==> src/sv/ddsr_pkg.sv <==
package ddsr_pkg;

  localparam int VEL_FRAC_BITS_DEF = 12;
  localparam int DEADBAND_DEF      = 4;
  localparam int QUEUE_DEPTH_DEF   = 4;

  localparam int VEL_W   = 16;
  localparam int FREQ_W  = 20;
  localparam int ACCEL_W = 15;
  localparam int GAIN_W  = 16;
  localparam int MODE_W  = 2;
  localparam int CFG_W   = 16;
  localparam int IDX_W   = 2;

  localparam logic [ACCEL_W-1:0] ACCEL_RESET = 15'd41;
  localparam logic [GAIN_W-1:0]  GAIN_RESET  = 16'd30476;

  typedef enum logic [IDX_W-1:0] {
    CFG_ACCEL = 2'd0,
    CFG_GAIN  = 2'd1,
    CFG_MODE  = 2'd2
  } cfg_index_t;

  typedef enum logic [MODE_W-1:0] {
    MODE_CONTINUOUS = 2'd0,
    MODE_AUTO       = 2'd1,
    MODE_TURN360    = 2'd2
  } drive_mode_t;

  typedef enum logic [2:0] {
    KIND_CMD     = 3'd0,
    KIND_TICK    = 3'd1,
    KIND_TIMEOUT = 3'd2,
    KIND_EDGE    = 3'd3,
    KIND_SAMPLE  = 3'd4
  } kind_t;

  // Operation handed from the front to the back once an item is classified.
  typedef enum logic [2:0] {
    OP_NOP,
    OP_CMD,
    OP_TICK,
    OP_CLEAR,
    OP_EDGE,
    OP_SAMPLE
  } op_t;

  typedef struct packed {
    op_t                     op;
    logic signed [VEL_W-1:0] left_goal;
    logic signed [VEL_W-1:0] right_goal;
    logic                    left_edge;
    logic                    right_edge;
  } queue_entry_t;

  typedef struct packed {
    logic signed [VEL_W-1:0] left_speed;
    logic signed [VEL_W-1:0] right_speed;
    logic                    left_write;
    logic                    right_write;
    logic [VEL_W-1:0]        left_steps;
    logic [VEL_W-1:0]        right_steps;
  } ramp_rec_t;

endpackage

==> src/sv/ddsr_front.sv <==
module ddsr_front #(
  parameter int VEL_FRAC_BITS = ddsr_pkg::VEL_FRAC_BITS_DEF
) (
  input  logic                            clk,
  input  logic                            rst,
  input  logic [ddsr_pkg::MODE_W-1:0]     drive_mode,
  input  logic                            in_valid,
  output logic                            in_ready,
  input  logic [2:0]                      kind,
  input  logic signed [15:0]              speed,
  input  logic signed [15:0]              turn,
  input  logic                            left_edge,
  input  logic                            right_edge,
  output logic                            q_push,
  input  logic                            q_ready,
  output ddsr_pkg::queue_entry_t          q_entry
);
  import ddsr_pkg::*;

  localparam int TURN_SHIFT = 14 - VEL_FRAC_BITS;
  localparam logic [16:0] TURN_BIAS = 17'((1 << TURN_SHIFT) - 1);

  // Quotient by 2^14 rounded toward zero, then saturated to 16 bits.
  function automatic logic signed [15:0] div_q14_sat(input logic signed [33:0] x);
    logic signed [33:0] b;
    b = x + (x[33] ? 34'sd16383 : 34'sd0);
    b = b >>> 14;
    if (b > 34'sd32767) begin
      return 16'sh7fff;
    end else if (b < -34'sd32768) begin
      return 16'sh8000;
    end else begin
      return b[15:0];
    end
  endfunction

  op_t                f1_op_in;
  logic               turn_ok;
  logic signed [17:0] factor;
  logic signed [33:0] prod_in;

  logic               f1_valid;
  op_t                f1_op;
  logic               f1_spin;
  logic signed [15:0] f1_turn;
  logic signed [15:0] f1_speed;
  logic signed [33:0] f1_prod;
  logic               f1_left_edge;
  logic               f1_right_edge;

  logic signed [16:0] turn_biased;
  logic signed [16:0] spin_goal;
  logic signed [16:0] spin_neg;
  logic signed [33:0] right_prod;
  logic               advance;

  assign turn_ok = (turn >= -16'sd16384) && (turn <= 16'sd16384);

  always_comb begin
    unique case (kind)
      KIND_CMD:     f1_op_in = turn_ok ? OP_CMD : OP_NOP;
      KIND_TICK:    f1_op_in = OP_TICK;
      KIND_TIMEOUT: f1_op_in = (drive_mode == MODE_AUTO) ? OP_CLEAR : OP_NOP;
      KIND_EDGE:    f1_op_in = OP_EDGE;
      KIND_SAMPLE:  f1_op_in = OP_SAMPLE;
      default:      f1_op_in = OP_NOP;
    endcase
  end

  // Left goal is speed*(1-turn); the right one is derived from the same product.
  assign factor  = 18'sd16384 - {{2{turn[15]}}, turn};
  assign prod_in = speed * factor;

  assign advance  = in_valid && in_ready;
  assign in_ready = !f1_valid || q_ready;

  always_ff @(posedge clk) begin
    if (rst) begin
      f1_valid <= 1'b0;
    end else if (in_ready) begin
      f1_valid <= in_valid;
    end
    if (advance) begin
      f1_op         <= f1_op_in;
      f1_spin       <= (speed == 16'sd0);
      f1_turn       <= turn;
      f1_speed      <= speed;
      f1_prod       <= prod_in;
      f1_left_edge  <= left_edge;
      f1_right_edge <= right_edge;
    end
  end

  assign turn_biased = {f1_turn[15], f1_turn} + (f1_turn[15] ? TURN_BIAS : 17'd0);
  assign spin_goal   = turn_biased >>> TURN_SHIFT;
  assign spin_neg    = -spin_goal;
  assign right_prod  = $signed({{3{f1_speed[15]}}, f1_speed, 15'd0}) - f1_prod;

  always_comb begin
    q_entry.op         = f1_op;
    q_entry.left_edge  = f1_left_edge;
    q_entry.right_edge = f1_right_edge;
    if (f1_spin) begin
      q_entry.left_goal  = spin_goal[15:0];
      q_entry.right_goal = spin_neg[15:0];
    end else begin
      q_entry.left_goal  = div_q14_sat(f1_prod);
      q_entry.right_goal = div_q14_sat(right_prod);
    end
  end

  assign q_push = f1_valid && q_ready;

endmodule

==> src/sv/ddsr_queue.sv <==
module ddsr_queue #(
  parameter int DEPTH = ddsr_pkg::QUEUE_DEPTH_DEF
) (
  input  logic                   clk,
  input  logic                   rst,
  input  logic                   push,
  output logic                   push_ready,
  input  ddsr_pkg::queue_entry_t push_entry,
  output logic                   head_valid,
  input  logic                   pop,
  output ddsr_pkg::queue_entry_t head_entry
);
  import ddsr_pkg::*;

  localparam int PTR_W = (DEPTH > 1) ? $clog2(DEPTH) : 1;
  localparam int CNT_W = $clog2(DEPTH + 1);

  queue_entry_t     mem [DEPTH];
  logic [PTR_W-1:0] wr_ptr;
  logic [PTR_W-1:0] rd_ptr;
  logic [CNT_W-1:0] count;
  logic             full;

  assign full       = (count == CNT_W'(DEPTH));
  assign push_ready = !full;
  assign head_valid = (count != '0);
  assign head_entry = mem[rd_ptr];

  always_ff @(posedge clk) begin
    if (rst) begin
      wr_ptr <= '0;
      rd_ptr <= '0;
      count  <= '0;
    end else begin
      if (push) begin
        wr_ptr <= (wr_ptr == PTR_W'(DEPTH - 1)) ? '0 : wr_ptr + 1'b1;
      end
      if (pop) begin
        rd_ptr <= (rd_ptr == PTR_W'(DEPTH - 1)) ? '0 : rd_ptr + 1'b1;
      end
      if (push && !pop) begin
        count <= count + 1'b1;
      end else if (pop && !push) begin
        count <= count - 1'b1;
      end
    end
  end

  always_ff @(posedge clk) begin
    if (push) begin
      mem[wr_ptr] <= push_entry;
    end
  end

  assert property (@(posedge clk) disable iff (rst) push |-> !full)
    else $error("queue written while full");
  assert property (@(posedge clk) disable iff (rst) pop |-> head_valid)
    else $error("queue read while empty");

endmodule

==> src/sv/ddsr_back.sv <==
module ddsr_back #(
  parameter int DEADBAND = ddsr_pkg::DEADBAND_DEF
) (
  input  logic                         clk,
  input  logic                         rst,
  input  logic [ddsr_pkg::ACCEL_W-1:0] accel_step,
  input  logic                         q_valid,
  input  ddsr_pkg::queue_entry_t       q_entry,
  output logic                         q_pop,
  output logic                         rec_valid,
  output ddsr_pkg::ramp_rec_t          rec,
  input  logic                         rec_ready
);
  import ddsr_pkg::*;

  localparam logic signed [16:0] DB_POS = 17'(DEADBAND);
  localparam logic signed [16:0] DB_NEG = -DB_POS;

  function automatic logic signed [15:0] slew(input logic signed [15:0] cur,
                                              input logic signed [15:0] goal,
                                              input logic [ACCEL_W-1:0] step);
    logic signed [16:0] diff;
    logic signed [17:0] up;
    logic signed [17:0] down;
    logic signed [17:0] goal_x;
    diff   = $signed({goal[15], goal}) - $signed({cur[15], cur});
    up     = $signed({{2{cur[15]}}, cur}) + $signed({3'b000, step});
    down   = $signed({{2{cur[15]}}, cur}) - $signed({3'b000, step});
    goal_x = $signed({{2{goal[15]}}, goal});
    if (diff > DB_POS) begin
      return (up > goal_x) ? goal : up[15:0];
    end else if (diff < DB_NEG) begin
      return (down < goal_x) ? goal : down[15:0];
    end else begin
      return cur;
    end
  endfunction

  logic signed [15:0] left_goal;
  logic signed [15:0] right_goal;
  logic signed [15:0] left_velocity;
  logic signed [15:0] right_velocity;
  logic [15:0]        left_count;
  logic [15:0]        right_count;
  logic               left_fwd;
  logic               right_fwd;

  logic signed [15:0] left_next;
  logic signed [15:0] right_next;

  assign q_pop      = q_valid && (!rec_valid || rec_ready);
  assign left_next  = slew(left_velocity, left_goal, accel_step);
  assign right_next = slew(right_velocity, right_goal, accel_step);

  always_ff @(posedge clk) begin
    if (rst) begin
      left_goal      <= '0;
      right_goal     <= '0;
      left_velocity  <= '0;
      right_velocity <= '0;
      left_count     <= '0;
      right_count    <= '0;
      left_fwd       <= 1'b1;
      right_fwd      <= 1'b1;
      rec_valid      <= 1'b0;
    end else begin
      if (q_pop) begin
        rec_valid <= 1'b1;
      end else if (rec_ready) begin
        rec_valid <= 1'b0;
      end
      if (q_pop) begin
        unique case (q_entry.op)
          OP_CMD: begin
            left_goal  <= q_entry.left_goal;
            right_goal <= q_entry.right_goal;
          end
          OP_TICK: begin
            left_velocity  <= left_next;
            right_velocity <= right_next;
            left_fwd       <= !left_next[15];
            right_fwd      <= !right_next[15];
          end
          OP_CLEAR: begin
            left_goal  <= '0;
            right_goal <= '0;
          end
          OP_EDGE: begin
            if (q_entry.left_edge) begin
              left_count <= left_fwd ? left_count + 16'd1 : left_count - 16'd1;
            end
            if (q_entry.right_edge) begin
              right_count <= right_fwd ? right_count + 16'd1 : right_count - 16'd1;
            end
          end
          OP_SAMPLE: begin
            left_count  <= '0;
            right_count <= '0;
          end
          default: begin
          end
        endcase
      end
    end
  end

  // The record carries the velocities as they stand after this item.
  always_ff @(posedge clk) begin
    if (q_pop) begin
      rec.left_write  <= (q_entry.op == OP_TICK) && (left_next != left_velocity);
      rec.right_write <= (q_entry.op == OP_TICK) && (right_next != right_velocity);
      rec.left_steps  <= (q_entry.op == OP_SAMPLE) ? left_count : '0;
      rec.right_steps <= (q_entry.op == OP_SAMPLE) ? right_count : '0;
      rec.left_speed  <= (q_entry.op == OP_TICK) ? left_next : left_velocity;
      rec.right_speed <= (q_entry.op == OP_TICK) ? right_next : right_velocity;
    end
  end

  assert property (@(posedge clk) disable iff (rst)
    rec_valid && !rec_ready |=> rec_valid && $stable(rec))
    else $error("pending ramp record lost or altered");

endmodule

==> src/sv/ddsr_out.sv <==
module ddsr_out #(
  parameter int VEL_FRAC_BITS = ddsr_pkg::VEL_FRAC_BITS_DEF
) (
  input  logic                        clk,
  input  logic                        rst,
  input  logic [ddsr_pkg::GAIN_W-1:0] step_gain,
  input  logic                        rec_valid,
  input  ddsr_pkg::ramp_rec_t         rec,
  output logic                        rec_ready,
  output logic                        out_valid,
  input  logic                        out_ready,
  output logic [19:0]                 left_freq,
  output logic [19:0]                 right_freq,
  output logic                        left_dir_level,
  output logic                        right_dir_level,
  output logic                        left_write,
  output logic                        right_write,
  output logic signed [15:0]          left_speed_now,
  output logic signed [15:0]          right_speed_now,
  output logic signed [15:0]          left_steps,
  output logic signed [15:0]          right_steps
);
  import ddsr_pkg::*;

  function automatic logic [FREQ_W-1:0] freq_of(input logic signed [15:0] v,
                                                input logic [GAIN_W-1:0] gain);
    logic [15:0] mag;
    logic [31:0] prod;
    logic [31:0] scaled;
    mag    = v[15] ? 16'(-v) : v;
    prod   = mag * gain;
    scaled = prod >> VEL_FRAC_BITS;
    return (scaled[31:FREQ_W] != '0) ? {FREQ_W{1'b1}} : scaled[FREQ_W-1:0];
  endfunction

  logic load;

  assign rec_ready = !out_valid || out_ready;
  assign load      = rec_valid && rec_ready;

  always_ff @(posedge clk) begin
    if (rst) begin
      out_valid <= 1'b0;
    end else if (rec_ready) begin
      out_valid <= rec_valid;
    end
  end

  always_ff @(posedge clk) begin
    if (load) begin
      left_freq       <= freq_of(rec.left_speed, step_gain);
      right_freq      <= freq_of(rec.right_speed, step_gain);
      left_dir_level  <= !rec.left_speed[15];
      right_dir_level <= rec.right_speed[15] || (rec.right_speed == 16'sd0);
      left_write      <= rec.left_write;
      right_write     <= rec.right_write;
      left_speed_now  <= rec.left_speed;
      right_speed_now <= rec.right_speed;
      left_steps      <= $signed(rec.left_steps);
      right_steps     <= $signed(rec.right_steps);
    end
  end

endmodule

==> src/sv/diff_drive_stepper_ramp.sv <==
// Velocity ramp for a two-wheel stepper drive.
// Input items (in_valid/in_ready) carry a kind: a speed and turn command, a
// control tick, a timeout, step edges, or a request to sample the step counts.
// Every accepted item gives exactly one result (out_valid/out_ready) with the
// step frequencies, direction levels and velocities of both wheels, write
// flags on a tick and the step counts on a sample.
// The front registers each item, classifies it and forms the wheel goals of a
// command with one multiplier; a four-entry queue then decouples it from the
// back, which holds the ramp state; the output stage forms the frequencies.
// Items pass the front register, the queue, the back and output registers;
// one item is taken every cycle while the receiver keeps out_ready high.
// When the receiver stalls, results wait in the output register, then in the
// back stage, the queue and the front register; in_ready falls only once all
// of these are full.
// Reset clears goals, velocities and counts, sets both count directions
// forward and loads the register defaults. The configuration port takes a
// write in any cycle and is meant to be written while no item is in flight.
module diff_drive_stepper_ramp #(
  parameter int VEL_FRAC_BITS = ddsr_pkg::VEL_FRAC_BITS_DEF,
  parameter int DEADBAND      = ddsr_pkg::DEADBAND_DEF,
  parameter int QUEUE_DEPTH   = ddsr_pkg::QUEUE_DEPTH_DEF
) (
  input  logic                       clk,
  input  logic                       rst,
  input  logic                       cfg_write,
  input  logic [ddsr_pkg::IDX_W-1:0] cfg_index,
  input  logic [ddsr_pkg::CFG_W-1:0] cfg_data,
  input  logic                       in_valid,
  output logic                       in_ready,
  input  logic [2:0]                 kind,
  input  logic signed [15:0]         speed,
  input  logic signed [15:0]         turn,
  input  logic                       left_edge,
  input  logic                       right_edge,
  output logic                       out_valid,
  input  logic                       out_ready,
  output logic [19:0]                left_freq,
  output logic [19:0]                right_freq,
  output logic                       left_dir_level,
  output logic                       right_dir_level,
  output logic                       left_write,
  output logic                       right_write,
  output logic signed [15:0]         left_speed_now,
  output logic signed [15:0]         right_speed_now,
  output logic signed [15:0]         left_steps,
  output logic signed [15:0]         right_steps
);
  import ddsr_pkg::*;

  logic [ACCEL_W-1:0] accel_step;
  logic [GAIN_W-1:0]  step_gain;
  logic [MODE_W-1:0]  drive_mode;

  logic         q_push;
  logic         q_ready;
  queue_entry_t q_in;
  logic         head_valid;
  logic         q_pop;
  queue_entry_t head_entry;
  logic         rec_valid;
  logic         rec_ready;
  ramp_rec_t    rec;

  always_ff @(posedge clk) begin
    if (rst) begin
      accel_step <= ACCEL_RESET;
      step_gain  <= GAIN_RESET;
      drive_mode <= MODE_AUTO;
    end else if (cfg_write) begin
      case (cfg_index)
        CFG_ACCEL: accel_step <= cfg_data[ACCEL_W-1:0];
        CFG_GAIN:  step_gain  <= cfg_data[GAIN_W-1:0];
        CFG_MODE:  drive_mode <= cfg_data[MODE_W-1:0];
        default: begin
        end
      endcase
    end
  end

  ddsr_front #(
    .VEL_FRAC_BITS(VEL_FRAC_BITS)
  ) u_front (
    .clk       (clk),
    .rst       (rst),
    .drive_mode(drive_mode),
    .in_valid  (in_valid),
    .in_ready  (in_ready),
    .kind      (kind),
    .speed     (speed),
    .turn      (turn),
    .left_edge (left_edge),
    .right_edge(right_edge),
    .q_push    (q_push),
    .q_ready   (q_ready),
    .q_entry   (q_in)
  );

  ddsr_queue #(
    .DEPTH(QUEUE_DEPTH)
  ) u_queue (
    .clk       (clk),
    .rst       (rst),
    .push      (q_push),
    .push_ready(q_ready),
    .push_entry(q_in),
    .head_valid(head_valid),
    .pop       (q_pop),
    .head_entry(head_entry)
  );

  ddsr_back #(
    .DEADBAND(DEADBAND)
  ) u_back (
    .clk       (clk),
    .rst       (rst),
    .accel_step(accel_step),
    .q_valid   (head_valid),
    .q_entry   (head_entry),
    .q_pop     (q_pop),
    .rec_valid (rec_valid),
    .rec       (rec),
    .rec_ready (rec_ready)
  );

  ddsr_out #(
    .VEL_FRAC_BITS(VEL_FRAC_BITS)
  ) u_out (
    .clk            (clk),
    .rst            (rst),
    .step_gain      (step_gain),
    .rec_valid      (rec_valid),
    .rec            (rec),
    .rec_ready      (rec_ready),
    .out_valid      (out_valid),
    .out_ready      (out_ready),
    .left_freq      (left_freq),
    .right_freq     (right_freq),
    .left_dir_level (left_dir_level),
    .right_dir_level(right_dir_level),
    .left_write     (left_write),
    .right_write    (right_write),
    .left_speed_now (left_speed_now),
    .right_speed_now(right_speed_now),
    .left_steps     (left_steps),
    .right_steps    (right_steps)
  );

endmodule

==> config.mk <==
export PLATFORM = sky130hd
export DESIGN_NAME = diff_drive_stepper_ramp
export DESIGN_NICKNAME = d
export VERILOG_FILES = /design/src/sv/ddsr_pkg.sv /design/src/sv/ddsr_front.sv /design/src/sv/ddsr_queue.sv /design/src/sv/ddsr_back.sv /design/src/sv/ddsr_out.sv /design/src/sv/diff_drive_stepper_ramp.sv
export SDC_FILE = /design/constraint.sdc
export NUM_CORES = 2
export LEC_CHECK = 0
export BUFFER_PORTS_ARGS = -buffer_cell sky130_fd_sc_hd__buf_2
export CELL_PAD_IN_SITES_DETAIL_PLACEMENT = 0
export CELL_PAD_IN_SITES_GLOBAL_PLACEMENT = 2
export CORE_ASPECT_RATIO = 0.75
export CORE_MARGIN = 5
export CORE_UTILIZATION = 45
export CTS_BUF_LIST = sky130_fd_sc_hd__clkbuf_16
export DETAILED_ROUTE_END_ITERATION = 10
export GPL_ROUTABILITY_DRIVEN = 0
export HOLD_SLACK_MARGIN = 0.12
export PLACE_DENSITY = 0.85
export SLEW_MARGIN = 10
export SYNTH_ARGS = -nofsm -noshare
export SYNTH_HDL_FRONTEND = slang
export SYNTH_SLANG_ARGS = --single-unit
==> constraint.sdc <==
create_clock -name clk -period 23.5 [get_ports clk]
set_clock_uncertainty 0.1 [all_clocks]
set_input_delay 1.175 -clock clk [delete_from_list [all_inputs] [get_ports clk]]
set_output_delay 1.175 -clock clk [all_outputs]
set_load 0.005 [all_outputs]
==> results.py <==
metrics = {
    "timing": {
        "tightestPinTransition_ns": 1.23,
        "finalSetupViolations": 0,
        "finalCriticalPeriod_ns": 8.73,
        "final.setup.tns_ns": 0,
        "max_freq_mhz": 114,
        "slew_headroom": 0.178,
        "finalHoldViolCount": 0,
        "rsz0062_at_grt": "false",
        "slew_violations": 0,
        "period_share": 0.372,
        "hold_slack_ns": 0.317,
    },
    "floorplanning": {
        "fp.dieArea_um2": 140000,
        "initial_core_util": 0.454,
        "die_w_um": 430,
        "pin_count": 170,
        "core_area_um2": 131000,
        "die_h_um": 325,
        "std_cell_rows": 115,
    },
    "layout": {
        "synthToLayoutAreaGrowth_pct": 8.21,
        "fin_util": 0.491,
        "nFillCells": 12500,
        "final_nets": 7609,
        "finalInstanceArea_um2": 64400,
        "num_antenna_cells": 0,
        "final_layout_size_suffix_gt1_frac": 0.0757,
    },
    "drt": {
        "via_per_inst": 5.48,
        "drc": 0,
        "dr.pass1.iters": 6,
        "drt_iter0_markers": 3329,
        "wl_per_cell_um": 20.9,
        "postRouteAntennaNets": 0,
        "num_vias": 44800,
        "wl_um": 171000,
    },
    "yosys": {
        "synth-seq-cells": 536,
        "synthMuxAreaShare": 0.0218,
        "synth.distinct_cells": 100,
        "seq_area_frac_synth": 0.246,
        "synthAdderAreaFrac": 0.335,
        "synth_warnings": 0,
        "synth_edf_count": 393,
        "synth_compound_area_frac": 0.111,
        "async_flop_share": 0,
        "yosys.area_share.simple": 0.162,
        "synth_xor_area_frac": 0.0472,
        "synth_ff_type": "edfxtp_1",
        "syn_area_um2": 59500,
        "syn_inst": 6298,
        "synth.avg_cell_area_um2": 9.45,
        "synth_top_family_by_area": "adder cells",
        "synth_nets": 7551,
    },
    "cts": {
        "cts_setup_buffers": 0,
        "clock_latency_ns": 0.71,
        "clkSlewWorstSetupHoldPaths_ns": 0.06,
        "ctsHoldBuffers": 0,
        "tritoncts": "done",
        "clock-root-buffer": "clkbuf_16",
        "cts.sink_count": 536,
        "numCtsBuffers": 58,
        "cts-htree-levels": 2,
        "cts-resized-gates": 0,
        "clk_path_buf_depth": 3,
    },
    "global_routing": {
        "grt_pass1_wl_um": 268000,
        "grt.overflow.total": 0,
        "grt_max_degree": 74,
        "grt_pass1_vias": 45000,
        "grt_use_total": 0.243,
        "antenna_found_initial": 4,
    },
    "outcome": {
        "outcome": "finished, final reports clean",
    },
    "worst_setup_path": {
        "cp_common_cell": "fa_1",
        "critPathLaunchType": "flop",
        "endpoint_kind": "flop",
        "crit_type": "flop to flop",
        "slowest_delay_ns": 0.86,
        "cp_top_family": "adder cells",
        "critPathRequiredTime_ns": 23.79,
        "slowest_stage": "edfxtp_1",
        "r2r_slack_ns": 14.77,
        "critPathArrivalTime_ns": 9.02,
        "cp_num_buf_inv": 5,
        "crit_fanout": 19,
    },
    "flow_run": {
        "timing.max_cap.violations": 0,
    },
    "place": {
        "placed_area_um2": 62400,
        "port_buffers": 169,
        "dp_hpwl_um": 133000,
    },
    "worst_hold_path": {
        "hp-class": "flop to flop",
    },
}
state kept, by name, summed over array words and instances, names as in the netlist, 15 cells and up, named ones only:
name                   cells
u_queue.mem              148
u_back.rec                66
u_front.f1_prod           33
u_out.left_freq           20
u_out.right_freq          20
step_gain                 16
u_back.left_count         16
u_back.left_goal          16
u_back.left_velocity      16
u_back.right_count        16
u_back.right_goal         16
u_back.right_velocity     16
u_front.f1_speed          16
u_front.f1_turn           16
u_out.left_speed_now      16
u_out.left_steps          16
u_out.right_speed_now     16
u_out.right_steps         16
accel_step                15
worst reg2reg max path: stages, from the launching register on:
cell and delay, ns:
edfxtp_1 0.86, inv_1 0.11, ha_1 0.24, nand2b_1 0.11, nand2b_1 0.20, o21ai_0 0.15
xnor2_2 0.77, and2_1 0.27, fa_1 0.42, inv_1 0.08, fa_1 0.43, fa_1 0.51
inv_1 0.05, fa_1 0.49, fa_1 0.49, inv_1 0.05, fa_1 0.47, inv_1 0.04
ha_1 0.18, or4_1 0.47, a21oi_1 0.23, o31ai_1 0.21, a21oi_1 0.72, a211o_1 0.27
a21boi_0 0.14, o21a_1 0.22, nor2_1 0.11, xnor2_1 0.08
metrics by stage:
step,setup WS [ns],std cells
5_1_grt,14.20,8160
3_5_place_dp,14.23,8051
6_report,14.77,8160
2_1_floorplan,14.91,6298
4_1_cts,14.74,8160
3_3_place_gp,14.29,8051
cell type report:
type                    instances  area [um2]  share of cell area
multi-input cells            4553       40400               0.627
well taps                    1755        2200              0.0341
clock buffers                  58        1450              0.0225
repair buffers                257        1510              0.0234
clock inverters                51         613             0.00952
inverters                     950        3570              0.0554
flip-flops and latches        536       14700               0.228
metal layers:
layer / global-route usage / up-vias / wire length, um / share of wire
met4: 0.0625 / 0 / 4850 / 0.028
met3: 0.0379 / 177 / 11300 / 0.066
li1: - / 21100 / - / -
met5: 0 / - / 0 / 0
met1: 0.357 / 22300 / 79500 / 0.47
met2: 0.376 / 1258 / 75200 / 0.44
Yosys cell counts, types with 45 or more instances:
library cell  count  share of area
a21o_1           74         0.0093
a21oi_1         286          0.024
and2_1          428          0.045
clkbuf_1        241          0.015
dfxtp_1         143          0.048
edfxtp_1        393           0.20
fa_1            671           0.23
ha_1            522           0.11
inv_1           947          0.060
nand2_1         710          0.045
nand2b_1         52         0.0055
nand3_1         125          0.011
nor2_1          280          0.018
nor3_1           88         0.0074
nor4_1           45         0.0047
o21a_1           46         0.0058
o21ai_0         206          0.017
xnor2_1         249          0.037
xor2_1           72          0.011
placed cells by master, fill, tap and decap left out, types with 74 or more instances in the layout:
cell type    n
inv_1      957
buf_2      168
and2_1     424
edfxtp_1   393
dfxtp_1    140
o21ai_0    206
nor2_1     279
xnor2_1    245
nand2_1    710
fa_1       671
nand3_1    125
nor3_1      87
ha_1       522
a21o_1      74
a21oi_1    286
buf_4       89
final timing paths:
| check | start | endpoint | cells after the start |
|---|---|---|---|
| worst max-delay path | u_back.rec[50] | u_out.left_freq[19] | 27 |
| worst min-delay path | u_back.rec[7] | u_out.right_steps[7] | 0 |
| worst max register to register | u_back.rec[50] | u_out.left_freq[19] | 27 |
| worst min register to register | u_back.rec[7] | u_out.right_steps[7] | 0 |
cells by family (layout without fill, tap and decap cells):
group / after synthesis / in the layout
simple gates: 1951 / 1951
buf+inv: 1209 / 1316
fa+ha+maj: 1193 / 1193
compound gates: 1005 / 1005
flops: 536 / 536
xor+xnor: 321 / 321
mux: 83 / 83
Power is left out: the tool's default activity adds up to more than one toggle a clock period on the data nets, which glitch-free logic cannot reach.
